`config.mk`:
```
export PLATFORM = sky130hd
export DESIGN_NAME = token_lexer
export DESIGN_NICKNAME = d
export VERILOG_FILES = /design/src/hdl/tlex_pkg.sv /design/src/hdl/tlex_core.sv /design/src/hdl/token_lexer.sv
export SDC_FILE = /design/constraint.sdc
export NUM_CORES = 1
export LEC_CHECK = 0
export ABC_CLOCK_PERIOD_IN_PS = 10600
export BUFFER_PORTS_ARGS = -buffer_cell sky130_fd_sc_hd__buf_4
export CORE_MARGIN = 4
export CORE_UTILIZATION = 65
export CTS_BUF_LIST = sky130_fd_sc_hd__clkbuf_8 sky130_fd_sc_hd__clkbuf_16
export DETAILED_ROUTE_END_ITERATION = 8
export PLACE_DENSITY_LB_ADDON = 0.2
export SYNTH_ARGS = -nofsm -noshare
export SYNTH_HDL_FRONTEND = slang
export SYNTH_SLANG_ARGS = --single-unit
```
`constraint.sdc`:
```
create_clock -name clk -period 10.6 [get_ports clk]
set_clock_uncertainty 0.05 [all_clocks]
set_input_delay 1.59 -clock clk [delete_from_list [all_inputs] [get_ports clk]]
set_output_delay 1.59 -clock clk [all_outputs]
set_load 0.02 [all_outputs]
```
`src/hdl/tlex_pkg.sv`:
```
`default_nettype none

package tlex_pkg;

    localparam int DefLineBits    = 16;
    localparam int DefColumnBits  = 12;
    localparam int DefMaxHexDigits = 6;

    localparam int OutLineBits   = 16;
    localparam int OutColumnBits = 12;
    localparam int MaxResults    = 4;
    localparam int CountBits     = 3;

    localparam logic [2:0] KIND_WORD    = 3'd0;
    localparam logic [2:0] KIND_STRING  = 3'd1;
    localparam logic [2:0] KIND_PUNCT   = 3'd2;
    localparam logic [2:0] KIND_INVALID = 3'd3;
    localparam logic [2:0] KIND_END     = 3'd4;

    localparam logic [2:0] ERR_NONE       = 3'd0;
    localparam logic [2:0] ERR_BAD_ESCAPE = 3'd1;
    localparam logic [2:0] ERR_EOF_STRING = 3'd2;
    localparam logic [2:0] ERR_BAD_HEX    = 3'd3;
    localparam logic [2:0] ERR_HEX_LONG   = 3'd4;
    localparam logic [2:0] ERR_EOF_HEX    = 3'd5;

    localparam logic [7:0] CH_NEWLINE   = 8'h0A;
    localparam logic [7:0] CH_BACKSLASH = 8'h5C;
    localparam logic [7:0] CH_QUOTE     = 8'h22;
    localparam logic [7:0] CH_SEMI      = 8'h3B;
    localparam logic [7:0] CH_ESCAPE    = 8'h1B;

    typedef enum logic [5:0] {
        MODE_IDLE    = 6'b000001,
        MODE_COMMENT = 6'b000010,
        MODE_WORD    = 6'b000100,
        MODE_STRING  = 6'b001000,
        MODE_ESC     = 6'b010000,
        MODE_HEX     = 6'b100000
    } mode_t;

    typedef struct packed {
        logic [7:0]               out_byte;
        logic                     is_content;
        logic [2:0]               token_kind;
        logic [2:0]               error_code;
        logic [OutLineBits-1:0]   origin_line;
        logic [OutColumnBits-1:0] start_column;
    } result_t;

    typedef result_t [MaxResults-1:0] result_set_t;

endpackage

`default_nettype wire

```
`src/hdl/tlex_core.sv`:
```
`default_nettype none

module tlex_core
    import tlex_pkg::*;
#(
    parameter int LINE_BITS      = DefLineBits,
    parameter int COLUMN_BITS    = DefColumnBits,
    parameter int MAX_HEX_DIGITS = DefMaxHexDigits
)
(
    input  wire logic [7:0]                            in_byte,
    input  wire logic                                  end_of_input,
    input  wire mode_t                                 mode,
    input  wire logic [4*MAX_HEX_DIGITS-1:0]           hex_value,
    input  wire logic [$clog2(MAX_HEX_DIGITS+1)-1:0]   hex_digits,
    input  wire logic [LINE_BITS-1:0]                  line_count,
    input  wire logic [COLUMN_BITS-1:0]                column_count,
    input  wire logic [LINE_BITS-1:0]                  token_line,
    input  wire logic [COLUMN_BITS-1:0]                token_column,
    output mode_t                                      mode_next,
    output logic [4*MAX_HEX_DIGITS-1:0]                hex_value_next,
    output logic [$clog2(MAX_HEX_DIGITS+1)-1:0]        hex_digits_next,
    output logic [LINE_BITS-1:0]                       line_count_next,
    output logic [COLUMN_BITS-1:0]                     column_count_next,
    output logic [LINE_BITS-1:0]                       token_line_next,
    output logic [COLUMN_BITS-1:0]                     token_column_next,
    output result_set_t                                results,
    output logic [CountBits-1:0]                       result_count
);

    localparam int HexBits = 4 * MAX_HEX_DIGITS;
    localparam int DigBits = $clog2(MAX_HEX_DIGITS + 1);

    function automatic logic [OutLineBits-1:0] sat_line(input logic [LINE_BITS-1:0] v);
        logic [31:0] ext;
        ext = 32'(v);
        return (ext > 32'h0000_FFFF) ? '1 : ext[OutLineBits-1:0];
    endfunction

    function automatic logic [OutColumnBits-1:0] sat_col(input logic [COLUMN_BITS-1:0] v);
        logic [31:0] ext;
        ext = 32'(v);
        return (ext > 32'h0000_0FFF) ? '1 : ext[OutColumnBits-1:0];
    endfunction

    function automatic logic is_ws(input logic [7:0] b);
        return (b == 8'h20) || (b >= 8'h09 && b <= 8'h0D);
    endfunction

    function automatic logic is_punct(input logic [7:0] b);
        return (b == 8'h28) || (b == 8'h29) || (b == 8'h5B) || (b == 8'h5D) ||
               (b == 8'h7B) || (b == 8'h7D) || (b == CH_SEMI);
    endfunction

    function automatic logic [4:0] hex_digit(input logic [7:0] b);
        logic [7:0] d;
        d = 8'h00;
        if (b >= 8'h30 && b <= 8'h39)
        begin
            d = b - 8'h30;
            return {1'b1, d[3:0]};
        end
        if (b >= 8'h61 && b <= 8'h66)
        begin
            d = b - 8'h57;
            return {1'b1, d[3:0]};
        end
        if (b >= 8'h41 && b <= 8'h46)
        begin
            d = b - 8'h37;
            return {1'b1, d[3:0]};
        end
        return 5'd0;
    endfunction

    function automatic result_t mk(input logic [7:0] b, input logic content,
                                   input logic [2:0] kind, input logic [2:0] err,
                                   input logic [LINE_BITS-1:0] ln,
                                   input logic [COLUMN_BITS-1:0] col);
        result_t r;
        r.out_byte     = b;
        r.is_content   = content;
        r.token_kind   = kind;
        r.error_code   = err;
        r.origin_line  = sat_line(ln);
        r.start_column = sat_col(col);
        return r;
    endfunction

    logic [CountBits-1:0] n;
    logic                 do_idle;
    logic [4:0]           hd;
    logic [31:0]          v32;
    logic [20:0]          code;
    logic [7:0]           esc_val;
    logic                 esc_ok;

    always_comb
    begin
        mode_next         = mode;
        hex_value_next    = hex_value;
        hex_digits_next   = hex_digits;
        line_count_next   = line_count;
        column_count_next = column_count;
        token_line_next   = token_line;
        token_column_next = token_column;
        results           = '0;
        n                 = '0;
        do_idle           = 1'b0;
        hd                = hex_digit(in_byte);
        v32               = 32'(hex_value);
        code              = (v32 > 32'h0010_FFFF) ? 21'h00FFFD : v32[20:0];
        esc_ok            = 1'b1;
        unique case (in_byte)
            8'h74:        esc_val = 8'h09;
            8'h6E:        esc_val = 8'h0A;
            8'h72:        esc_val = 8'h0D;
            8'h62:        esc_val = 8'h08;
            8'h76:        esc_val = 8'h0B;
            8'h66:        esc_val = 8'h0C;
            8'h30:        esc_val = 8'h00;
            8'h65:        esc_val = CH_ESCAPE;
            CH_BACKSLASH: esc_val = CH_BACKSLASH;
            CH_QUOTE:     esc_val = CH_QUOTE;
            default:
            begin
                esc_val = 8'h00;
                esc_ok  = 1'b0;
            end
        endcase

        if (end_of_input)
        begin
            unique case (mode) inside
                MODE_WORD:
                begin
                    results[n[1:0]] = mk(8'h00, 1'b0, KIND_WORD, ERR_NONE,
                                         token_line, token_column);
                    n = n + 1'b1;
                end
                MODE_STRING, MODE_ESC:
                begin
                    results[n[1:0]] = mk(8'h00, 1'b0, KIND_INVALID, ERR_EOF_STRING,
                                         token_line, token_column);
                    n = n + 1'b1;
                end
                MODE_HEX:
                begin
                    results[n[1:0]] = mk(8'h00, 1'b0, KIND_INVALID, ERR_EOF_HEX,
                                         token_line, token_column);
                    n = n + 1'b1;
                end
                default:
                begin
                end
            endcase
            results[n[1:0]] = mk(8'h00, 1'b0, KIND_END, ERR_NONE, line_count, column_count);
            n = n + 1'b1;
            mode_next         = MODE_IDLE;
            hex_value_next    = '0;
            hex_digits_next   = '0;
            line_count_next   = '0;
            column_count_next = '0;
            token_line_next   = '0;
            token_column_next = '0;
        end
        else
        begin
            if (in_byte == CH_NEWLINE)
            begin
                if (!(&line_count))
                    line_count_next = line_count + 1'b1;
                column_count_next = '0;
            end
            else if (!(&column_count))
            begin
                column_count_next = column_count + 1'b1;
            end

            unique case (mode)
                MODE_IDLE:
                    do_idle = 1'b1;
                MODE_COMMENT:
                begin
                    if (in_byte == CH_NEWLINE)
                        mode_next = MODE_IDLE;
                end
                MODE_WORD:
                begin
                    if (is_ws(in_byte) || is_punct(in_byte) || in_byte == CH_BACKSLASH ||
                        in_byte == CH_QUOTE)
                    begin
                        results[n[1:0]] = mk(8'h00, 1'b0, KIND_WORD, ERR_NONE,
                                             token_line, token_column);
                        n = n + 1'b1;
                        mode_next = MODE_IDLE;
                        do_idle   = 1'b1;
                    end
                    else
                    begin
                        results[n[1:0]] = mk(in_byte, 1'b1, KIND_WORD, ERR_NONE,
                                             token_line, token_column);
                        n = n + 1'b1;
                    end
                end
                MODE_STRING:
                begin
                    if (in_byte == CH_BACKSLASH)
                    begin
                        mode_next = MODE_ESC;
                    end
                    else if (in_byte == CH_QUOTE)
                    begin
                        results[n[1:0]] = mk(8'h00, 1'b0, KIND_STRING, ERR_NONE,
                                             token_line, token_column);
                        n = n + 1'b1;
                        mode_next = MODE_IDLE;
                    end
                    else
                    begin
                        results[n[1:0]] = mk(in_byte, 1'b1, KIND_STRING, ERR_NONE,
                                             token_line, token_column);
                        n = n + 1'b1;
                    end
                end
                MODE_ESC:
                begin
                    if (esc_ok)
                    begin
                        results[n[1:0]] = mk(esc_val, 1'b1, KIND_STRING, ERR_NONE,
                                             token_line, token_column);
                        n = n + 1'b1;
                        mode_next = MODE_STRING;
                    end
                    else if (in_byte == 8'h78)
                    begin
                        hex_value_next  = '0;
                        hex_digits_next = '0;
                        mode_next       = MODE_HEX;
                    end
                    else
                    begin
                        results[n[1:0]] = mk(8'h00, 1'b0, KIND_INVALID, ERR_BAD_ESCAPE,
                                             token_line, token_column);
                        n = n + 1'b1;
                        mode_next = MODE_IDLE;
                    end
                end
                MODE_HEX:
                begin
                    if (in_byte == CH_SEMI)
                    begin
                        // raw byte, then 2, 3 or 4 byte utf-8
                        if (v32 < 32'd256)
                        begin
                            results[0] = mk(v32[7:0], 1'b1, KIND_STRING, ERR_NONE,
                                            token_line, token_column);
                            n = 3'd1;
                        end
                        else if (code < 21'h000800)
                        begin
                            results[0] = mk({3'b110, code[10:6]}, 1'b1, KIND_STRING,
                                            ERR_NONE, token_line, token_column);
                            results[1] = mk({2'b10, code[5:0]}, 1'b1, KIND_STRING,
                                            ERR_NONE, token_line, token_column);
                            n = 3'd2;
                        end
                        else if (code < 21'h010000)
                        begin
                            results[0] = mk({4'b1110, code[15:12]}, 1'b1, KIND_STRING,
                                            ERR_NONE, token_line, token_column);
                            results[1] = mk({2'b10, code[11:6]}, 1'b1, KIND_STRING,
                                            ERR_NONE, token_line, token_column);
                            results[2] = mk({2'b10, code[5:0]}, 1'b1, KIND_STRING,
                                            ERR_NONE, token_line, token_column);
                            n = 3'd3;
                        end
                        else
                        begin
                            results[0] = mk({5'b11110, code[20:18]}, 1'b1, KIND_STRING,
                                            ERR_NONE, token_line, token_column);
                            results[1] = mk({2'b10, code[17:12]}, 1'b1, KIND_STRING,
                                            ERR_NONE, token_line, token_column);
                            results[2] = mk({2'b10, code[11:6]}, 1'b1, KIND_STRING,
                                            ERR_NONE, token_line, token_column);
                            results[3] = mk({2'b10, code[5:0]}, 1'b1, KIND_STRING,
                                            ERR_NONE, token_line, token_column);
                            n = 3'd4;
                        end
                        hex_value_next  = '0;
                        hex_digits_next = '0;
                        mode_next       = MODE_STRING;
                    end
                    else if (!hd[4])
                    begin
                        results[n[1:0]] = mk(8'h00, 1'b0, KIND_INVALID, ERR_BAD_HEX,
                                             token_line, token_column);
                        n = n + 1'b1;
                        mode_next = MODE_IDLE;
                    end
                    else if (hex_digits >= DigBits'(MAX_HEX_DIGITS))
                    begin
                        results[n[1:0]] = mk(8'h00, 1'b0, KIND_INVALID, ERR_HEX_LONG,
                                             token_line, token_column);
                        n = n + 1'b1;
                        mode_next = MODE_IDLE;
                    end
                    else
                    begin
                        hex_value_next  = HexBits'({hex_value, hd[3:0]});
                        hex_digits_next = hex_digits + 1'b1;
                    end
                end
                default:
                    mode_next = MODE_IDLE;
            endcase

            if (do_idle && !is_ws(in_byte))
            begin
                if (in_byte == CH_BACKSLASH)
                begin
                    mode_next = MODE_COMMENT;
                end
                else if (is_punct(in_byte))
                begin
                    results[n[1:0]] = mk(in_byte, 1'b0, KIND_PUNCT, ERR_NONE,
                                         line_count, column_count);
                    n = n + 1'b1;
                end
                else if (in_byte == CH_QUOTE)
                begin
                    mode_next         = MODE_STRING;
                    token_line_next   = line_count;
                    token_column_next = column_count;
                end
                else
                begin
                    mode_next         = MODE_WORD;
                    token_line_next   = line_count;
                    token_column_next = column_count;
                    results[n[1:0]] = mk(in_byte, 1'b1, KIND_WORD, ERR_NONE,
                                         line_count, column_count);
                    n = n + 1'b1;
                end
            end
        end
        result_count = n;
    end

endmodule

`default_nettype wire

```
`src/hdl/token_lexer.sv`:
```
// first result of a word is valid in the cycle after the word is taken
// throughput: one input word per cycle while each word yields at most one result
// and the output is not stalled; a word yielding several results (up to four) holds
// the input until its last result leaves, one result per cycle while not stalled
// reset: asynchronous, active low; lexer returns to idle at line 0, column 0
`default_nettype none

module token_lexer
    import tlex_pkg::*;
#(
    parameter int LINE_BITS      = DefLineBits,
    parameter int COLUMN_BITS    = DefColumnBits,
    parameter int MAX_HEX_DIGITS = DefMaxHexDigits
)
(
    input  wire logic        clk,
    input  wire logic        rst_n,
    input  wire logic        in_valid,
    output logic             in_stall,
    input  wire logic [7:0]  in_byte,
    input  wire logic        end_of_input,
    output logic             out_valid,
    input  wire logic        out_stall,
    output logic [7:0]       out_byte,
    output logic             is_content,
    output logic [2:0]       token_kind,
    output logic [2:0]       error_code,
    output logic [15:0]      origin_line,
    output logic [11:0]      start_column,
    output logic             last_result
);

    localparam int HexBits = 4 * MAX_HEX_DIGITS;
    localparam int DigBits = $clog2(MAX_HEX_DIGITS + 1);

    mode_t                    mode_reg, mode_next;
    logic [HexBits-1:0]       hex_value_reg, hex_value_next;
    logic [DigBits-1:0]       hex_digits_reg, hex_digits_next;
    logic [LINE_BITS-1:0]     line_count_reg, line_count_next;
    logic [COLUMN_BITS-1:0]   column_count_reg, column_count_next;
    logic [LINE_BITS-1:0]     token_line_reg, token_line_next;
    logic [COLUMN_BITS-1:0]   token_column_reg, token_column_next;

    result_set_t              results_reg, results_next;
    logic [CountBits-1:0]     count_reg, count_next;
    logic [CountBits-1:0]     index_reg;

    result_t                  cur;
    logic                     in_take;
    logic                     out_take;
    logic                     at_last;

    tlex_core #(
        .LINE_BITS      (LINE_BITS),
        .COLUMN_BITS    (COLUMN_BITS),
        .MAX_HEX_DIGITS (MAX_HEX_DIGITS)
    ) u_core (
        .in_byte           (in_byte),
        .end_of_input      (end_of_input),
        .mode              (mode_reg),
        .hex_value         (hex_value_reg),
        .hex_digits        (hex_digits_reg),
        .line_count        (line_count_reg),
        .column_count      (column_count_reg),
        .token_line        (token_line_reg),
        .token_column      (token_column_reg),
        .mode_next         (mode_next),
        .hex_value_next    (hex_value_next),
        .hex_digits_next   (hex_digits_next),
        .line_count_next   (line_count_next),
        .column_count_next (column_count_next),
        .token_line_next   (token_line_next),
        .token_column_next (token_column_next),
        .results           (results_next),
        .result_count      (count_next)
    );

    // result buffer drains in order, next word may enter as the last entry leaves
    assign out_valid = (index_reg != count_reg);
    assign at_last   = (index_reg == count_reg - 1'b1);
    assign in_stall  = out_valid && !(at_last && !out_stall);
    assign in_take   = in_valid && !in_stall;
    assign out_take  = out_valid && !out_stall;

    assign cur          = results_reg[index_reg[1:0]];
    assign out_byte     = cur.out_byte;
    assign is_content   = cur.is_content;
    assign token_kind   = cur.token_kind;
    assign error_code   = cur.error_code;
    assign origin_line  = cur.origin_line;
    assign start_column = cur.start_column;
    assign last_result  = at_last;

    always_ff @(posedge clk or negedge rst_n)
    begin
        if (!rst_n)
        begin
            mode_reg         <= MODE_IDLE;
            hex_value_reg    <= '0;
            hex_digits_reg   <= '0;
            line_count_reg   <= '0;
            column_count_reg <= '0;
            token_line_reg   <= '0;
            token_column_reg <= '0;
            count_reg        <= '0;
            index_reg        <= '0;
        end
        else if (in_take)
        begin
            mode_reg         <= mode_next;
            hex_value_reg    <= hex_value_next;
            hex_digits_reg   <= hex_digits_next;
            line_count_reg   <= line_count_next;
            column_count_reg <= column_count_next;
            token_line_reg   <= token_line_next;
            token_column_reg <= token_column_next;
            count_reg        <= count_next;
            index_reg        <= '0;
        end
        else if (out_take)
        begin
            index_reg <= index_reg + 1'b1;
        end
    end

    always_ff @(posedge clk)
    begin
        if (in_take)
            results_reg <= results_next;
    end

endmodule

`default_nettype wire

```
---- Word level (Yosys, flattened, before mapping) ----
Cells that the tools add are included.
storage, ports and cells
  register bits after elaboration ......... 267
  bits of input ports ..................... 13
  output and inout bits ................... 46
  word-level logic and storage cells ...... 251
operators by class
  $add $sub $neg .......................... 10
  magnitude comparators ................... 18
  equal/unequal tests ..................... 36
  mux-type cells .......................... 116
  reductions and logical operators ........ 38
operators by type and width
  operator              count
  $mux 172              5
  $mux 43               13
  $bwmux 172            3
  $mux 129              4
  $demux 43 s2          2
  $mux 86               2
  $pmux 43 s4           1
  $mux 24               6
  $mux 127              1
  $mux 16               7
  $eq 8x7->1 const B    13
  $pmux 33 s3           1
  $bmux 43 s2           1
  $mux 12               7
  $mux 6                13
  $mux 33               2
  $pmux 7 s9            1
  $mux 3                20
  $eq 8x6->1 const B    6
  $pmux 24 s2           1
  $pmux 6 s6            1
  $mux 5                6
  $gt 24x21->1 const B  1
  $lt 24x9->1 const B   1
  other kinds (51)      100

---- Depth between registers and ports, before layout ----
  word-level depth ........................ 23
  depth in mapped cells ................... 15
  depth with buffers taken out ............ 14

---- Hierarchy ----
Synthesis repeated with hierarchy kept, for this count alone.
second synthesis, totals
  cell total of the unflattened synthesis .. 1335
  area, all modules ....................... 15705.1 um2
modules (own cells, without submodules)
  module       times used  cells an instance  area an instance (um2)  sequential area each (um2)
  token_lexer  1           456                10257.3                 7543.5
  tlex_core    1           879                5447.7                  0.0

---- Least setup slack after synthesis ----
No wires, ideal clock.
  kind .................................... input to register
  start point ............................. input port out_stall
  end point ............................... register column_count_reg[3]
  setup time .............................. 134 ps
  arrival time ............................ 5002 ps
  required time ........................... 10416 ps
  setup slack ............................. 5414 ps
  stages on the path ...................... 8
  path buffers ............................ 2
  cells stage by stage .................... nor4_4 > o21ai_1 > buf_2 > inv_2 > buf_2 > nand2_1 > o21ai_0 > o31ai_1
on the way
  word-level cells in the longest chain between the ends .. 7
ends and longest elaborated chain
  element                            RTL line            text
  start, declared                    token_lexer.sv:23   input wire logic out_stall,
  $logic_not 1->1                    token_lexer.sv:81   assign in_stall = out_valid && !(at_last && !out_stall);
  $logic_and 1x1->1                  token_lexer.sv:81
  $logic_not 1->1                    token_lexer.sv:81
  $logic_and 1x1->1                  token_lexer.sv:81
  $logic_not 1->1                    token_lexer.sv:82   assign in_take = in_valid && !in_stall;
  $logic_and 1x1->1                  token_lexer.sv:82
  net in_take                        token_lexer.sv:49   logic in_take;
  $reduce_and 2->1 (no source line)  --
  end signal, assigned               token_lexer.sv:114  column_count_reg <= column_count_next;
  end, declared                      token_lexer.sv:40   logic [COLUMN_BITS-1:0] column_count_reg, column_count_next;
The timed path passes the listed nets, and every way through them passes these cells.
A chain may end at the register's enable or synchronous reset.

---- Final worst setup path ----
  start point ............................. register index_reg[0]
  end point ............................... register column_count_reg[11]
on the way
  word-level cells in the longest chain between the ends .. 7
  elaborated cells on any way between the ends .. 8
  classes of those cells .................. 2 x eq/ne; 6 x reduce/logical
ends and longest elaborated chain
  element                              RTL line            text
  start, declared                      token_lexer.sv:46   logic [CountBits-1:0] index_reg;
  start signal, assigned               token_lexer.sv:122  index_reg <= index_reg + 1'b1;
  $eq 3x3->1                           token_lexer.sv:80   assign at_last = (index_reg == count_reg - 1'b1);
  $logic_and 1x1->1                    token_lexer.sv:81
  $logic_not 1->1                      token_lexer.sv:81
  $logic_and 1x1->1 *                  token_lexer.sv:81
  $logic_not 1->1 *                    token_lexer.sv:82
  $logic_and 1x1->1 *                  token_lexer.sv:82
  $reduce_and 2->1 (no source line) *  --
Every way passes the cells marked *; elsewhere a longest branch is shown, timed or not.

==> results.tsv <==
stage	metric	value	unit
run_status	status	finished clean	
cells_and_area	filler instances	1554	
pwr	Peak VDD IR	319	uV
pwr	Logic pwr share	43.5	%
cts	postcts setup bufs	0	
cts	hold_buf cts	0	
pwr	PnR Total Power	0.00477	W
global_route	largest net degree at the start of global routing	95	
cts	clock buffer depth	3	
sta	Final setup viols	0	
placed_design	DP Area	15200	sq um
worst_setup_path	internal reg-to-reg setup slack	5.58	ns
global_route	GR Overflow Total	0	
worst_setup_path	Critical Path AT	5.44	ns
routing	Via density	6.98	
cts	CTS Sinks	256	
cts	Worst-Skew Late Latency	0.56	ns
floorplanning	I/O pin count	59	
pwr	Clock Power Share	19.3	%
sta	fmax	0.199	GHz
pwr	Int Pwr	0.00277	W
cells_and_area	post-route cell area	16100	sq um
pwr	Net Sw Frac	41.8	%
cts	Worst-path clk slew	0.06	ns
worst_setup_path	slowest cell delay on critical path	1.06	ns
global_route	antenna violations before repair	0	
global_route	Overall Global Routing Usage	31.5	%
worst_hold_path	min-delay src	count_reg[2]	
cells_and_area	share of layout cells above drive strength 1	15.2	%
cells_and_area	most frequent cells in the layout	165 x nand2_1, 161 x edfxtp_1, 113 x nor2_1, 92 x dfrtp_1, 77 x buf_4	
cells_and_area	max reg flops	161	
global_route	first-pass GRT wire length	64100	microns
worst_setup_path	slowest CP cell	dfrtp_4	
worst_setup_path	CP max FO	94	
worst_hold_path	min-delay worst type	reg2reg	
worst_hold_path	hold path cells	2	
sta	setup TNS	0	ns
sta	Slew HR	29.7	%
cts	cts repair resizes	0	
synthesis	Async S/R FF share, synth	37.1	%
global_route	vias in the first global route	11200	
cells_and_area	Sequential Area	7220	sq um
sta	Final Hold Viols	0	
cts	H-tree depth	1	
routing	vias	11600	
placed_design	pre-CTS setup slack	5.20	ns
synthesis	library cells used by synthesis	94	
floorplanning	# rows	54	
cells_and_area	final net count	1387	
synthesis	Post-Syn Instances	1382	
floorplanning	Core Box Area	22100	sq um
pwr	Lkg Pwr	5.86	nW
worst_setup_path	Worst setup EP type	flip-flop	
sta	Tmin final	5.02	ns
pwr	pwr/cell area	297	nW/um^2
synthesis	predominant post-synthesis flop cell	edfxtp_1	
cells_and_area	# diodes	0	
worst_setup_path	critical path type	reg2reg	
sta	worst setup margin	5.58	ns
worst_setup_path	WP data required	11.02	ns
cells_and_area	Final Core Density	72.7	%
synthesis	synth warn	0	
worst_setup_path	worst-case reg-to-reg path depth	9	
routing	drt total wl	40200	microns
routing	DRC	0	
routing	DRT iter0 DRCs	1311	
synthesis	sequential share of the synthesized area	48.7	%
routing	routed len/inst	24.3	microns
synthesis	average cell area after synthesis	10.7	sq um
routing	DR pass1 iterations	6	
synthesis	number of flops mapped to enable cells by yosys	161	
floorplanning	Die W	159	microns
floorplanning	Die Span Y	159	microns
sta	fin. max-slew vios	0	
worst_setup_path	RR Startpoint	index_reg[0]	
worst_hold_path	Hold Path End	count_reg[2]	
sta	Slew @ Worst Pin	1.05	ns
worst_setup_path	FF-to-FF End	column_count_reg[11]	
synthesis	mapped cell area	14800	sq um
cts	CTS Buf Count	27	
cts	TritonCTS clock tree	built	
floorplanning	die area	25300	sq um
synthesis	Synthesized Nets	1410	
job	maxcap violations	0	
worst_setup_path	crit-path cells	xor2_1, nor3_2, o21ai_4, buf_4, inv_6, buf_4, nand3_1, or4_1, o21ai_0	
pwr	Flop pwr share	37.2	%
cts	clk root buf	clkbuf_16	
cells_and_area	area of the multi-input gates	6860	sq um
worst_setup_path	Most Frequent Cell on Critical Path	buf_4	
routing	Routed Antenna Nets	0	
placed_design	post-detail-place hpwl	25700	microns
worst_setup_path	Critical Path Source Type	flip-flop	
placed_design	Port-buffer cells	58	
cells_and_area	most common cell after layout, fill and taps aside	nand2_1	
cells_and_area	Syn-to-layout area delta	8.33	%
floorplanning	initial core utilization	67.1	%
pwr	P_sw	0.00199	W
sta	unrepaired setup endpoints after global routing	false	
placed_design	gpl congestion	0.955	
synthesis	Synth Register Bits	256	
sta	Final Cycle Share	47.4	%
-- how the worst max path moves through the flow --
stage                           end  slack, ns          from
3_5_place_dp       results_reg[140]       5.20    in_byte[0]
3_3_place_gp       results_reg[148]       5.25    in_byte[1]
4_1_cts        column_count_reg[11]       5.60  index_reg[0]
2_1_floorplan   column_count_reg[3]       5.41     out_stall
6_report       column_count_reg[11]       5.58  index_reg[0]
5_1_grt        column_count_reg[11]       5.16  index_reg[0]
-- metal layers --
layer	vias up	track usage (%)	wire length, microns
met5	-	0	0
met2	658	49.3	18800
met4	0	9.59	1070
met1	5673	46.3	16300
li1	5161	-	-
met3	92	4.58	4070
-- cells by family after synthesis --
kind of cell	count (synthesis)	synth area share (%)
adders and majority gates	15	1.27
muxes	102	10.2
buffers and inverters	175	5.49
and+or+nand+nor	453	15.7
DFF	256	48.7
AOI/OAI and AO/OA	349	16.7
xor gates and xnor gates	32	1.99
-- Yosys cell counts (all sizes together), types with 5 or more instances --
master / number / share of area (%)
and4: 8 / 0.47
nand3: 25 / 0.84
xnor2: 20 / 1.2
o211ai: 7 / 0.48
a21o: 5 / 0.25
nand4: 14 / 0.69
nand2: 166 / 4.3
a221o: 30 / 2.0
o21ai: 74 / 2.5
ha: 15 / 1.3
dfrtp: 94 / 16
clkbuf: 66 / 1.7
or3: 8 / 0.37
and3: 15 / 0.63
a22o: 52 / 3.1
buf: 63 / 2.7
nand4b: 5 / 0.34
xor2: 11 / 0.65
edfxtp: 161 / 33
nor2: 117 / 3.1
mux4: 39 / 5.9
a22oi: 43 / 2.2
mux2: 8 / 0.61
and2: 14 / 0.59
a31oi: 13 / 0.55
inv: 45 / 1.1
or4: 6 / 0.35
nor4: 20 / 1.0
nor3: 22 / 1.0
nor2b: 5 / 0.21
mux2i: 55 / 3.7
a21oi: 69 / 2.5
a211oi: 7 / 0.35
o31ai: 10 / 0.51
-- power groups by stage --
| stage | registers [W] | logic (W) | clock network (W) |
|---|---|---|---|
| finish | 0.00177 | 0.00207 | 0.000918 |
| global route | 0.00182 | 0.00223 | 0.000972 |
| CTS | 0.00177 | 0.00205 | 0.000929 |
| detailed placement | 0.00179 | 0.00204 | 0 |
| global placement | 0.00176 | 0.00201 | 0 |
| floorplan | 0.00162 | 0.00156 | 0 |
-- stage by stage --
| step | cells | hold slack [ns] |
|---|---|---|
| finish | 1659 | 0.498 |
| global route | 1659 | 0.517 |
| CTS | 1659 | 0.507 |
| detailed placement | 1610 | 0.495 |
| global placement | 1610 | 0.459 |
| floorplan | 1382 | 0.432 |
-- cell type report --
cell class                      count  area share [%]
Timing Repair Buffer               77            3.60
Clock buffer                       34            4.81
Inverter                           46            1.11
Clock inverter                     15           0.608
Sequential cell                   256            45.0
Multi-Input combinational cell    951            42.7
Tap cell                          280            2.18
-- worst max-delay path: cells and delay by family, from the launching register on --
kind | cells | cell delay (ns)
simple gates | 3 | 1.40
compound gates | 2 | 0.19
xor+xnor | 1 | 0.20
buf+inv | 3 | 1.95
flops | 1 | 1.06
Note: power is estimated with default switching activity, not from simulation.
